### src/rtl/ole_pkg.sv
// ----------------------------------------------------------------------------
// ole_pkg
// Shared types and constants for the ordered list engine.
// ----------------------------------------------------------------------------
package ole_pkg;

  localparam int unsigned FUNC_W  = 2;
  localparam int unsigned VALUE_W = 32;
  localparam int unsigned POS_W   = 4;
  localparam int unsigned CNT_W   = 5;

  typedef enum logic [FUNC_W-1:0] {
    FUNC_APPEND = 2'd0,
    FUNC_REMOVE = 2'd1,
    FUNC_SEARCH = 2'd2,
    FUNC_CLEAR  = 2'd3
  } func_e;

  typedef enum logic [2:0] {
    ST_IDLE,
    ST_EXEC,
    ST_SCAN,
    ST_SHIFT,
    ST_DONE
  } state_e;

  // controller -> datapath
  typedef struct packed {
    logic load;     // latch operand, restart pointer
    logic append;   // write at tail, bump count
    logic clear;    // drop count to zero
    logic rd;       // read entry at pointer, advance pointer
    logic wr_back;  // write read data one place below its source
    logic found;    // record match position
    logic dec;      // count minus one
    logic emit;     // load result register
  } cmd_t;

  // datapath -> controller
  typedef struct packed {
    logic full;     // count at capacity
    logic at_end;   // pointer reached count
    logic chk;      // read data valid this cycle
    logic match;    // read data equals operand
  } status_t;

endpackage

### src/rtl/ole_req_if.sv
// ----------------------------------------------------------------------------
// ole_req_if
// Request channel: operation code and operand word.
// ----------------------------------------------------------------------------
interface ole_req_if;
  logic                                valid;
  logic                                ready;
  logic [ole_pkg::FUNC_W-1:0]          func;
  logic signed [ole_pkg::VALUE_W-1:0]  value;

  modport source (output valid, output func, output value, input ready);
  modport sink   (input valid, input func, input value, output ready);
endinterface

### src/rtl/ole_rsp_if.sv
// ----------------------------------------------------------------------------
// ole_rsp_if
// Response channel: status, position and resulting entry count.
// ----------------------------------------------------------------------------
interface ole_rsp_if;
  logic                       valid;
  logic                       ready;
  logic                       ok;
  logic [ole_pkg::POS_W-1:0]  position;
  logic [ole_pkg::CNT_W-1:0]  count_after;

  modport source (output valid, output ok, output position, output count_after,
                  input ready);
  modport sink   (input valid, input ok, input position, input count_after,
                  output ready);
endinterface

### src/rtl/ole_datapath.sv
// ----------------------------------------------------------------------------
// ole_datapath
// Entry memory, count, scan pointer, compare and result register.
// ----------------------------------------------------------------------------
module ole_datapath #(
  parameter int unsigned CAPACITY = 16
) (
  input  logic                                clk_i,
  input  logic                                rst_ni,
  input  ole_pkg::cmd_t                       cmd_i,
  output ole_pkg::status_t                    stat_o,
  input  logic signed [ole_pkg::VALUE_W-1:0]  req_value_i,
  output logic                                rsp_ok_o,
  output logic [ole_pkg::POS_W-1:0]           rsp_position_o,
  output logic [ole_pkg::CNT_W-1:0]           rsp_count_after_o
);

  localparam int unsigned CW    = $clog2(CAPACITY + 1);
  localparam int unsigned IDX_W = (CAPACITY > 1) ? $clog2(CAPACITY) : 1;

  logic signed [ole_pkg::VALUE_W-1:0] mem [CAPACITY];

  logic [CW-1:0]    count_q, count_d;
  logic [CW-1:0]    idx_q, idx_d;
  logic             chk_q, chk_d;
  logic signed [ole_pkg::VALUE_W-1:0] value_q, value_d;
  logic signed [ole_pkg::VALUE_W-1:0] rd_data_q;
  logic [IDX_W-1:0] pos_q, pos_d;
  logic             ok_q, ok_d;

  logic                               mem_we;
  logic [IDX_W-1:0]                   mem_waddr;
  logic signed [ole_pkg::VALUE_W-1:0] mem_wdata;
  logic [CW-1:0]                      idx_m1;
  logic [CW-1:0]                      idx_m2;

  logic                         rsp_ok_q;
  logic [ole_pkg::POS_W-1:0]    rsp_pos_q;
  logic [ole_pkg::CNT_W-1:0]    rsp_cnt_q;

  assign idx_m1 = idx_q - CW'(1);
  assign idx_m2 = idx_q - CW'(2);

  always_comb begin
    stat_o.full   = (count_q == CW'(CAPACITY));
    stat_o.at_end = (idx_q == count_q);
    stat_o.chk    = chk_q;
    stat_o.match  = (rd_data_q == value_q);
  end

  always_comb begin
    count_d = count_q;
    idx_d   = idx_q;
    chk_d   = cmd_i.rd;
    value_d = value_q;
    pos_d   = pos_q;
    ok_d    = ok_q;
    if (cmd_i.load) begin
      value_d = req_value_i;
      idx_d   = '0;
      pos_d   = '0;
      ok_d    = 1'b0;
    end
    if (cmd_i.append) begin
      pos_d   = count_q[IDX_W-1:0];
      count_d = count_q + CW'(1);
      ok_d    = 1'b1;
    end
    if (cmd_i.clear) begin
      count_d = '0;
      ok_d    = 1'b1;
    end
    if (cmd_i.rd) begin
      idx_d = idx_q + CW'(1);
    end
    if (cmd_i.found) begin
      pos_d = idx_m1[IDX_W-1:0];
      ok_d  = 1'b1;
    end
    if (cmd_i.dec) begin
      count_d = count_q - CW'(1);
    end
  end

  // memory write: tail append or shift-down copy
  always_comb begin
    mem_we    = cmd_i.append | cmd_i.wr_back;
    mem_waddr = cmd_i.append ? count_q[IDX_W-1:0] : idx_m2[IDX_W-1:0];
    mem_wdata = cmd_i.append ? value_q : rd_data_q;
  end

  always_ff @(posedge clk_i or negedge rst_ni) begin
    if (!rst_ni) begin
      count_q <= '0;
      idx_q   <= '0;
      chk_q   <= 1'b0;
    end else begin
      count_q <= count_d;
      idx_q   <= idx_d;
      chk_q   <= chk_d;
    end
  end

  always_ff @(posedge clk_i) begin
    value_q <= value_d;
    pos_q   <= pos_d;
    ok_q    <= ok_d;
    if (cmd_i.emit) begin
      rsp_ok_q  <= ok_q;
      rsp_pos_q <= ole_pkg::POS_W'(pos_q);
      rsp_cnt_q <= ole_pkg::CNT_W'(count_q);
    end
  end

  always_ff @(posedge clk_i) begin
    if (mem_we) begin
      mem[mem_waddr] <= mem_wdata;
    end
    if (cmd_i.rd) begin
      rd_data_q <= mem[idx_q[IDX_W-1:0]];
    end
  end

  assign rsp_ok_o          = rsp_ok_q;
  assign rsp_position_o    = rsp_pos_q;
  assign rsp_count_after_o = rsp_cnt_q;

  a_count_bound: assert property (@(posedge clk_i) disable iff (!rst_ni)
    count_q <= CW'(CAPACITY))
    else $error("entry count above capacity");

  a_dec_nonempty: assert property (@(posedge clk_i) disable iff (!rst_ni)
    cmd_i.dec |-> count_q != '0)
    else $error("count decrement on empty list");

  a_wb_after_rd: assert property (@(posedge clk_i) disable iff (!rst_ni)
    cmd_i.wr_back |-> chk_q && idx_q >= CW'(2))
    else $error("shift write without fresh read data");

endmodule

### src/rtl/ole_ctrl.sv
// ----------------------------------------------------------------------------
// ole_ctrl
// Sequencer: dispatches the operation, runs scan and shift, hands off result.
// ----------------------------------------------------------------------------
module ole_ctrl (
  input  logic                        clk_i,
  input  logic                        rst_ni,
  input  logic                        req_valid_i,
  output logic                        req_ready_o,
  input  logic [ole_pkg::FUNC_W-1:0]  req_func_i,
  output logic                        rsp_valid_o,
  input  logic                        rsp_ready_i,
  input  ole_pkg::status_t            stat_i,
  output ole_pkg::cmd_t               cmd_o
);

  ole_pkg::state_e state_q, state_d;
  ole_pkg::func_e  op_q, op_d;
  logic            rsp_valid_q, rsp_valid_d;
  logic            hit;
  logic            out_free;

  assign hit      = stat_i.chk & stat_i.match;
  assign out_free = !rsp_valid_q || rsp_ready_i;

  // next state
  always_comb begin
    state_d = state_q;
    op_d    = op_q;
    case (state_q)
      ole_pkg::ST_IDLE: begin
        if (req_valid_i) begin
          op_d    = ole_pkg::func_e'(req_func_i);
          state_d = ole_pkg::ST_EXEC;
        end
      end
      ole_pkg::ST_EXEC: begin
        if (op_q == ole_pkg::FUNC_REMOVE || op_q == ole_pkg::FUNC_SEARCH) begin
          state_d = ole_pkg::ST_SCAN;
        end else begin
          state_d = ole_pkg::ST_DONE;
        end
      end
      ole_pkg::ST_SCAN: begin
        if (hit) begin
          state_d = (op_q == ole_pkg::FUNC_REMOVE) ? ole_pkg::ST_SHIFT
                                                   : ole_pkg::ST_DONE;
        end else if (stat_i.at_end) begin
          state_d = ole_pkg::ST_DONE;
        end
      end
      ole_pkg::ST_SHIFT: begin
        if (stat_i.at_end && !stat_i.chk) begin
          state_d = ole_pkg::ST_DONE;
        end
      end
      ole_pkg::ST_DONE: begin
        if (out_free) begin
          state_d = ole_pkg::ST_IDLE;
        end
      end
      default: state_d = ole_pkg::ST_IDLE;
    endcase
  end

  // outputs
  always_comb begin
    cmd_o       = '0;
    req_ready_o = 1'b0;
    case (state_q)
      ole_pkg::ST_IDLE: begin
        req_ready_o = 1'b1;
        cmd_o.load  = req_valid_i;
      end
      ole_pkg::ST_EXEC: begin
        case (op_q)
          ole_pkg::FUNC_APPEND: cmd_o.append = !stat_i.full;
          ole_pkg::FUNC_CLEAR:  cmd_o.clear  = 1'b1;
          default:              cmd_o        = '0;
        endcase
      end
      ole_pkg::ST_SCAN: begin
        cmd_o.found = hit;
        cmd_o.rd    = !hit && !stat_i.at_end;
      end
      ole_pkg::ST_SHIFT: begin
        cmd_o.rd      = !stat_i.at_end;
        cmd_o.wr_back = stat_i.chk;
        cmd_o.dec     = stat_i.at_end && !stat_i.chk;
      end
      ole_pkg::ST_DONE: begin
        cmd_o.emit = out_free;
      end
      default: cmd_o = '0;
    endcase
  end

  always_comb begin
    rsp_valid_d = rsp_valid_q;
    if (rsp_valid_q && rsp_ready_i) begin
      rsp_valid_d = 1'b0;
    end
    if (cmd_o.emit) begin
      rsp_valid_d = 1'b1;
    end
  end

  always_ff @(posedge clk_i or negedge rst_ni) begin
    if (!rst_ni) begin
      state_q     <= ole_pkg::ST_IDLE;
      op_q        <= ole_pkg::FUNC_APPEND;
      rsp_valid_q <= 1'b0;
    end else begin
      state_q     <= state_d;
      op_q        <= op_d;
      rsp_valid_q <= rsp_valid_d;
    end
  end

  assign rsp_valid_o = rsp_valid_q;

  a_append_room: assert property (@(posedge clk_i) disable iff (!rst_ni)
    cmd_o.append |-> !stat_i.full)
    else $error("append issued on full list");

  a_no_overwrite: assert property (@(posedge clk_i) disable iff (!rst_ni)
    cmd_o.emit |-> (!rsp_valid_q || rsp_ready_i))
    else $error("result register overwritten while pending");

  a_rd_in_range: assert property (@(posedge clk_i) disable iff (!rst_ni)
    cmd_o.rd |-> !stat_i.at_end)
    else $error("read past last entry");

  a_found_on_hit: assert property (@(posedge clk_i) disable iff (!rst_ni)
    cmd_o.found |=> (state_q == ole_pkg::ST_SHIFT || state_q == ole_pkg::ST_DONE))
    else $error("match not followed by shift or result");

endmodule

### src/rtl/ordered_list_engine_top.sv
// ----------------------------------------------------------------------------
// ordered_list_engine_top
// Bounded ordered list of signed words: append, remove, search, clear.
// ----------------------------------------------------------------------------
// Flow (accept to result valid): append/clear pass EXEC straight to DONE;
//   search reads entries up to the hit (all of them on a miss), in order.
// Remove then copies every entry after the match one place down, none when
//   the match is the last entry. Scan and shift are paced by the single memory read port.
// One item in flight: the next item is taken once the result sits in the output
//   register. Async active-low reset empties the list; memory is not cleared.
// ----------------------------------------------------------------------------
module ordered_list_engine_top #(
  parameter int unsigned CAPACITY = 16
) (
  input  logic         clk_i,
  input  logic         rst_ni,
  ole_req_if.sink      req_i,
  ole_rsp_if.source    rsp_o
);

  // command/status bundle between sequencer and datapath
  ole_pkg::cmd_t    cmd;
  ole_pkg::status_t stat;

  logic                        ctrl_req_ready;
  logic                        ctrl_rsp_valid;
  logic                        dp_ok;
  logic [ole_pkg::POS_W-1:0]   dp_pos;
  logic [ole_pkg::CNT_W-1:0]   dp_cnt;

  // Sequencer: IDLE -> EXEC -> (SCAN -> SHIFT) -> DONE.
  // SCAN reads one entry per cycle with the compare in the cycle after the read;
  // SHIFT copies each later entry one place down, also one per cycle.
  ole_ctrl u_ctrl (
    .clk_i       (clk_i),
    .rst_ni      (rst_ni),
    .req_valid_i (req_i.valid),
    .req_ready_o (ctrl_req_ready),
    .req_func_i  (req_i.func),
    .rsp_valid_o (ctrl_rsp_valid),
    .rsp_ready_i (rsp_o.ready),
    .stat_i      (stat),
    .cmd_o       (cmd)
  );

  // Datapath: entry memory (1 write, 1 registered read), count, pointer,
  // compare and the output register that holds the pending result.
  ole_datapath #(
    .CAPACITY (CAPACITY)
  ) u_dp (
    .clk_i             (clk_i),
    .rst_ni            (rst_ni),
    .cmd_i             (cmd),
    .stat_o            (stat),
    .req_value_i       (req_i.value),
    .rsp_ok_o          (dp_ok),
    .rsp_position_o    (dp_pos),
    .rsp_count_after_o (dp_cnt)
  );

  assign req_i.ready       = ctrl_req_ready;
  assign rsp_o.valid       = ctrl_rsp_valid;
  assign rsp_o.ok          = dp_ok;
  assign rsp_o.position    = dp_pos;
  assign rsp_o.count_after = dp_cnt;

endmodule

### src/flat_wrapper.sv
// flat-port wrapper written by rule: the top's interface ports become plain ports
module ordered_list_engine_top_flat 
#(
  parameter int unsigned CAPACITY = 16
)
  (clk_i, rst_ni, req_i_valid, req_i_func, req_i_value, req_i_ready, rsp_o_valid, rsp_o_ok, rsp_o_position, rsp_o_count_after, rsp_o_ready);
  ole_req_if req_i_i ();
  ole_rsp_if rsp_o_i ();
  input  logic clk_i;
  input  logic rst_ni;
  input wire logic [$bits(req_i_i.valid)-1:0] req_i_valid;
  input wire logic [$bits(req_i_i.func)-1:0] req_i_func;
  input wire logic [$bits(req_i_i.value)-1:0] req_i_value;
  output wire logic [$bits(req_i_i.ready)-1:0] req_i_ready;
  output wire logic [$bits(rsp_o_i.valid)-1:0] rsp_o_valid;
  output wire logic [$bits(rsp_o_i.ok)-1:0] rsp_o_ok;
  output wire logic [$bits(rsp_o_i.position)-1:0] rsp_o_position;
  output wire logic [$bits(rsp_o_i.count_after)-1:0] rsp_o_count_after;
  input wire logic [$bits(rsp_o_i.ready)-1:0] rsp_o_ready;
  assign req_i_i.valid = req_i_valid;
  assign req_i_i.func = req_i_func;
  assign req_i_i.value = req_i_value;
  assign req_i_ready = req_i_i.ready;
  assign rsp_o_valid = rsp_o_i.valid;
  assign rsp_o_ok = rsp_o_i.ok;
  assign rsp_o_position = rsp_o_i.position;
  assign rsp_o_count_after = rsp_o_i.count_after;
  assign rsp_o_i.ready = rsp_o_ready;
  ordered_list_engine_top #(.CAPACITY(CAPACITY)) u_core (.clk_i(clk_i), .rst_ni(rst_ni), .req_i(req_i_i), .rsp_o(rsp_o_i));
endmodule
### config.mk
export PLATFORM = sky130hd
export DESIGN_NAME = ordered_list_engine_top_flat
export DESIGN_NICKNAME = d
export VERILOG_FILES = /design/src/rtl/ole_pkg.sv /design/src/rtl/ole_req_if.sv /design/src/rtl/ole_rsp_if.sv /design/src/rtl/ole_datapath.sv /design/src/rtl/ole_ctrl.sv /design/src/rtl/ordered_list_engine_top.sv /design/src/flat_wrapper.sv
export SDC_FILE = /design/constraint.sdc
export NUM_CORES = 1
export LEC_CHECK = 0
export ABC_AREA = 1
export BUFFER_PORTS_ARGS = -buffer_cell sky130_fd_sc_hd__buf_2
export CAP_MARGIN = 10
export CORE_AREA = 2 2 223 225
export DETAILED_ROUTE_END_ITERATION = 16
export DIE_AREA = 0 0 225 227
export GPL_TIMING_DRIVEN = 1
export HOLD_SLACK_MARGIN = 0.02
export PLACE_DENSITY_LB_ADDON = 0.3
export SLEW_MARGIN = 20
export SYNTH_ARGS = -nofsm -noshare
export SYNTH_HDL_FRONTEND = slang
export SYNTH_SLANG_ARGS = --single-unit
### constraint.sdc
create_clock -name clk_i -period 3.85 [get_ports clk_i]
set_input_delay 0.1925 -clock clk_i [delete_from_list [all_inputs] [get_ports clk_i]]
set_output_delay 0.1925 -clock clk_i [all_outputs]
set_load 0.005 [all_outputs]
=== Word level (Yosys, flattened, before mapping) ===
Memory sizes are Yosys's and may differ from the RTL's. A register that Yosys moved wholly into a read port is not among the register bits.
Index checks and enable logic that the tools add are counted.

* Eq/ne operators: 14
* Bitwise logic cells: 2
* Multiplexer cells: 32
* Add/sub/neg operators: 5
* Reduce and logical (&&, ||, !) cells: 19

{| class="wikitable"
|+ Operator list
! operator !! number
|-
| == test 32 bit || 1
|-
| two-way mux 32 bit || 1
|-
| two-way mux 5 bit || 5
|-
| two-way mux 3 bit || 7
|-
| two-way mux 4 bit || 4
|-
| one-hot mux 3 bit (5 select lines) || 1
|-
| two-way mux 1 bit || 12
|-
| adder 5 x 1 -> 5 bit (second input constant) || 2
|-
| == test 3 x 2 -> 1 bit (second input constant) || 2
|-
| inequality test 2 bit (second input constant) || 3
|-
| nonzero test 3 bit || 2
|-
| == test 5 bit || 1
|-
| == test 5 bit (second input constant) || 1
|-
| logical NOT 1 bit || 5
|-
| subtractor 5 x 1 -> 5 bit (second input constant) || 1
|-
| == test 2 bit (second input constant) || 2
|-
| AND reduction 4 bit || 1
|-
| nonzero test 2 bit || 2
|-
| subtractor 4 x 1 -> 4 bit (second input constant) || 1
|-
| subtractor 4 x 2 -> 4 bit (second input constant) || 1
|-
| == test 3 x 1 -> 1 bit (second input constant) || 1
|-
| == test 3 bit (second input constant) || 1
|-
| logical AND 1 bit || 3
|-
| logical NOT 3 bit || 1
|-
| 10 further kinds || 11
|}

* Memories: 1
* Flip-flop bits (word level): 64
* RAM bits: 512

{| class="wikitable"
|+ Memory list
! memory !! depth !! width !! rd ports !! clocked after Yosys merged registers in !! write ports !! line !! RTL
|-
| u_core.u_dp.mem || 16 || 32 || 1 || 1 || 1 || ole_datapath.sv:21 || <nowiki>logic signed [ole_pkg::VALUE_W-1:0] mem [CAPACITY];</nowiki>
|}

=== Depth between registers and ports, before layout ===
* Word-level depth: 7
* Depth in mapped cells: 13
* Mapped depth without buffers: 13

=== Cells and area by module ===
From an unflattened synthesis, not the netlist that was laid out.

* Cell total of the unflattened synthesis: 2161
* Area total of the unflattened synthesis: 25264.2 um^2

{| class="wikitable"
|+ Modules (own cells, without submodules)
! module !! area each (um^2) !! cells each !! times used
|-
| ole_datapath || 24798.8 || 2094 || 1
|-
| ole_ctrl || 465.4 || 67 || 1
|}

=== Least setup slack after synthesis ===
No wires, ideal clock.

* Path type: flip-flop to flip-flop
* Start point: register u_core.u_dp.idx_q[1]
* End point: memory u_core.u_dp.mem[4][0] (netlist name), enable pin
* Data required time: 3428 ps
* Path slack: 374 ps
* Library setup time: 422 ps
* Stages on the path, launching flop included: 9
* Arrival: 3054 ps
* Clock period less this slack: 3476 ps
* Path through: dfrtp_1 > inv_2 > clkbuf_1 > clkbuf_1 > ha_1 > xor2_1 > a21oi_1 > nand3_1 > nor2_1

* Cells in the longest elaborated chain, start to end: 2

{| class="wikitable"
|+ RTL lines
! what !! line !! RTL
|-
| start: declaration || ole_datapath.sv:24 || <nowiki>logic [CW-1:0] idx_q, idx_d;</nowiki>
|-
| start signal: assignment || ole_datapath.sv:99 || <nowiki>idx_q <= idx_d;</nowiki>
|-
| subtractor 4 x 2 -> 4 bit || ole_datapath.sv:42 || <nowiki>assign idx_m2 = idx_q - CW'(2);</nowiki>
|-
| two-way mux 4 bit || ole_datapath.sv:88 || <nowiki>mem_waddr = cmd_i.append ? count_q[IDX_W-1:0] : idx_m2[IDX_W-1:0];</nowiki>
|-
| end: declaration || ole_datapath.sv:21 ||
|}

Every way passes these cells.

=== Worst setup path in the final report ===
* Start point: register u_core.u_dp.count_q[0]
* End point: memory u_core.u_dp.mem[11][25] (netlist name), enable pin

* Cells in the longest elaborated chain, start to end: 7

{| class="wikitable"
|+ RTL lines
! what !! line !! RTL
|-
| start: declaration || ole_datapath.sv:23 || <nowiki>logic [CW-1:0] count_q, count_d;</nowiki>
|-
| start signal: assignment || ole_datapath.sv:98 || <nowiki>count_q <= count_d;</nowiki>
|-
| == test 5 bit || ole_datapath.sv:45 || <nowiki>stat_o.full = (count_q == CW'(CAPACITY));</nowiki>
|-
| logical NOT 1 bit || ole_ctrl.sv:77 || <nowiki>ole_pkg::FUNC_APPEND: cmd_o.append = !stat_i.full;</nowiki>
|-
| two-way mux 1 bit || ole_ctrl.sv:76 || <nowiki>case (op_q)</nowiki>
|-
| two-way mux 2 bit || ole_ctrl.sv:70 || <nowiki>case (state_q)</nowiki>
|-
| OR 1 bit || ole_datapath.sv:87 || <nowiki>mem_we = cmd_i.append | cmd_i.wr_back;</nowiki>
|-
| two-way mux 1 bit || ole_datapath.sv:116 || <nowiki>if (mem_we) begin</nowiki>
|-
| two-way mux 1 bit (implied by the code) || ole_datapath.sv:117 || <nowiki>mem[mem_waddr] <= mem_wdata;</nowiki>
|}

Parallel ways exist; a longest one is shown, timed or not.

==> qor.yml <==
logic_synthesis:
  ys_seq_area_share_pct: 74.1
  muxShareOfSynthArea_pct: 0
  syn_area_per_cell_um2: 13.0
  synth_edf_count: 590
  synth_top_area_share_pct: 72.3
  synth_top_flop_cell: "edfxtp_1"
  ys_top_cells_by_count: "edfxtp_1 (590), nor2_1 (305), o21ai_0 (284)"
  netlist_area_um2: 24500
  synth_area_leader_cell: "edfxtp_1"
  yosys.area_share.simple_pct: 9.52
  synth_compound_area_share_pct: 11.8
  syn_nets: 1937
  synth_cell_types: 35
  netlist_instances: 1888
  ys_ff_latch: 608
  synthArstFlopShare_pct: 2.80
  synth.most_common_cell: "edfxtp_1"
  ys_warn_count: 0
  synth_top_family_by_area: "compound AO/OA/AOI/OAI gates"
  synth-xor-area-share_pct: 0.710
  synth-adder-area-share_pct: 0.562
  synthTopCellsByArea: "edfxtp_1 (72%), o21ai_0 (5.8%), nor2_1 (4.7%)"
global_route:
  antenna_found_initial: 0
  grt_pass1_wl_mm: 90.3
  grt_overflow: 0
  grt_util_all_layers_pct: 23.4
  grt_max_degree: 157
  grt_pass1_vias: 15400
place:
  dp_hpwl_mm: 32.0
  gp_congestion: 0.828
  post-place-ws_ns: 0.678
  dpl_cell_area_um2: 25700
  io_buffers: 49
  dp.cells: 2505
cts:
  clk_path_buf_depth: 3
  root_buffer: "clkbuf_16"
  clk_pin_slew_ns: 0.07
  cts_resized: 0
  cts_tree: "done"
  clk_latency_ns: 0.63
  htreeDepth: 2
  cts_made_buffers: 61
  clock_sinks: 608
timing:
  tightest_slew_ns: 1.02
  timing.final.crit_share_pct: 85.3
  tns_ns: 0
  relSlewSlack_pct: 32.1
  slew_viol_final: 0
  period_needed_ns: 3.28
  skew_ns: 0.0220
  clock.fmax_mhz: 304
  setup_viol: 0
  worst_slack_ns: 0.566
  rsz0062_at_grt: "false"
  finalHoldViolCount: 0
route:
  ant_nets: 0
  drt_pass1_iterations: 5
  vias: 15800
  viasPerCell: 5.97
  drc: 0
  wl_per_cell_um: 22.4
  drt-total-wl_mm: 59.3
  dr.first_iter.drc_count: 1790
floorplanning:
  die_area_um2: 51100
  row_count: 81
  initial_core_util_pct: 50.5
  ios: 50
  fp.coreArea_um2: 48500
  die_x_um: 225
  die_h_um: 227
critical_path:
  worstSetupPathType: "register to register"
  cp.required_ns: 4.17
  arrival_ns: 3.60
  crit_path_max_fanout: 18
  critPathCaptureType: "register"
  crit_path_start_kind: "register"
cells_and_area:
  n_antenna_cell: 0
  drive_above_1_share_pct: 12.2
  final_cells: 2649
  nFillCells: 3714
  fin_nets: 2031
  syn_to_final_growth_pct: 14.5
  design_area_um2: 28100
pwr:
  power.leakage_nw: 9.61
  power_density_nw_per_um2: 671
  ir_worst_vdd_uv: 404
outcome:
  status: "finished, final reports clean"
job:
  drv_cap: 0
hold_path:
  hold_path_class: "input pin to asynchronous set/reset pin"
## repair_timing
item                      4_1_cts  5_1_grt
hold endpoints to repair       53        0
buffers inserted                0        0
hold buffers                   36        0
## path summary, 6_finish.rpt
kind	from	endpoint	slack [ns]	depth (start not counted)
max	u_core.u_dp.count_q[0]	u_core.u_dp.mem[11][25]	0.57	10
min	rst_ni	u_core.u_dp.idx_q[1]	0.05	2
max reg2reg	u_core.u_dp.count_q[0]	u_core.u_dp.mem[11][25]	0.57	10
min reg2reg	u_core.u_dp.pos_q[3]	u_core.u_dp.rsp_position_o[3]	0.43	0
max in group asynchronous	rst_ni	u_core.u_dp.idx_q[0]	3.46	2
min in group clk_i	req_i_valid	u_core.u_ctrl.state_q[1]	0.11	6
## where the power goes
group / leakage [nW] / internal (W) / switching [W]
Combinational: 3.09 / 0.00105 / 0.00290
Clock: 0.960 / 0.00346 / 0.00246
Sequential: 5.56 / 0.00864 / 0.000314
## metrics by stage
step	power [W]	util, %	hold WS (ns)
5_1_grt	0.0196	57.8	0.0587
4_1_cts	0.0189	57.8	0.0316
3_5_place_dp	0.0130	52.9	0.161
3_3_place_gp	0.0128	52.9	0.159
6_report	0.0188	57.8	0.0466
2_1_floorplan	0.0115	-	-0.103
## worst max-delay path: stages, from the launching register on
cell and delay (ns):
dfrtp_1 0.45, inv_1 0.16, ha_1 0.23, nand3_1 0.09, nand2_2 0.22, inv_2 0.40
o21ai_2 0.12, inv_1 0.09, nand2_1 0.23, nor2_4 0.67, buf_12 0.29
## layout by cell type (no fill, tap or decap), drive strengths merged, types with 23 or more instances in the layout
cell type and n:
buf 110, o211ai 47, clkinv 23, o221ai 82, nor2 311, nand3 45
clkbuf 76, nand2 205, edfxtp 590, o21ai 292, dlygate4sd3 36, o22ai 46
inv 77
## per-layer routing
layer / routed length [um] / track usage [%] / part of all wire, % / up-vias
met5: 0 / 0 / 0 / -
met3: 4430 / 3.79 / 7.5 / 120
met2: 28000 / 38.2 / 47 / 646
met4: 1740 / 8.18 / 2.9 / 0
li1: - / - / - / 7155
met1: 25100 / 32.2 / 42 / 7882
## cells by family after synthesis
| group | Yosys count |
|---|---|
| adders and majority gates | 11 |
| xor gates and xnor gates | 19 |
| and+or+nand+nor | 579 |
| DFF | 608 |
| buffers and inverters | 194 |
| AOI/OAI and AO/OA | 477 |
## area by class of cell
cell class	instances	area [um^2]	area share, %
sequential	608	18200	64.8
multi-input combinational	1086	5680	20.2
clock buffer	76	1590	5.68
timing repair buffer	146	1140	4.06
tap	622	778	2.77
clock inverter	32	389	1.39
inverter	79	303	1.08
## state kept, by name (all words and copies together), names as in the netlist, 2 cells and up
name                           cells
u_core.u_ctrl.state_q              3
u_core.u_ctrl.op_q                 2
u_core.u_dp.pos_q                  4
u_core.u_dp.value_q               32
u_core.u_dp.rd_data_q             32
u_core.u_dp.count_q                5
u_core.u_dp.idx_q                  5
u_core.u_dp.mem                  512
u_core.u_dp.rsp_count_after_o      5
u_core.u_dp.rsp_position_o         4
Power figures use the tool's default switching activity.
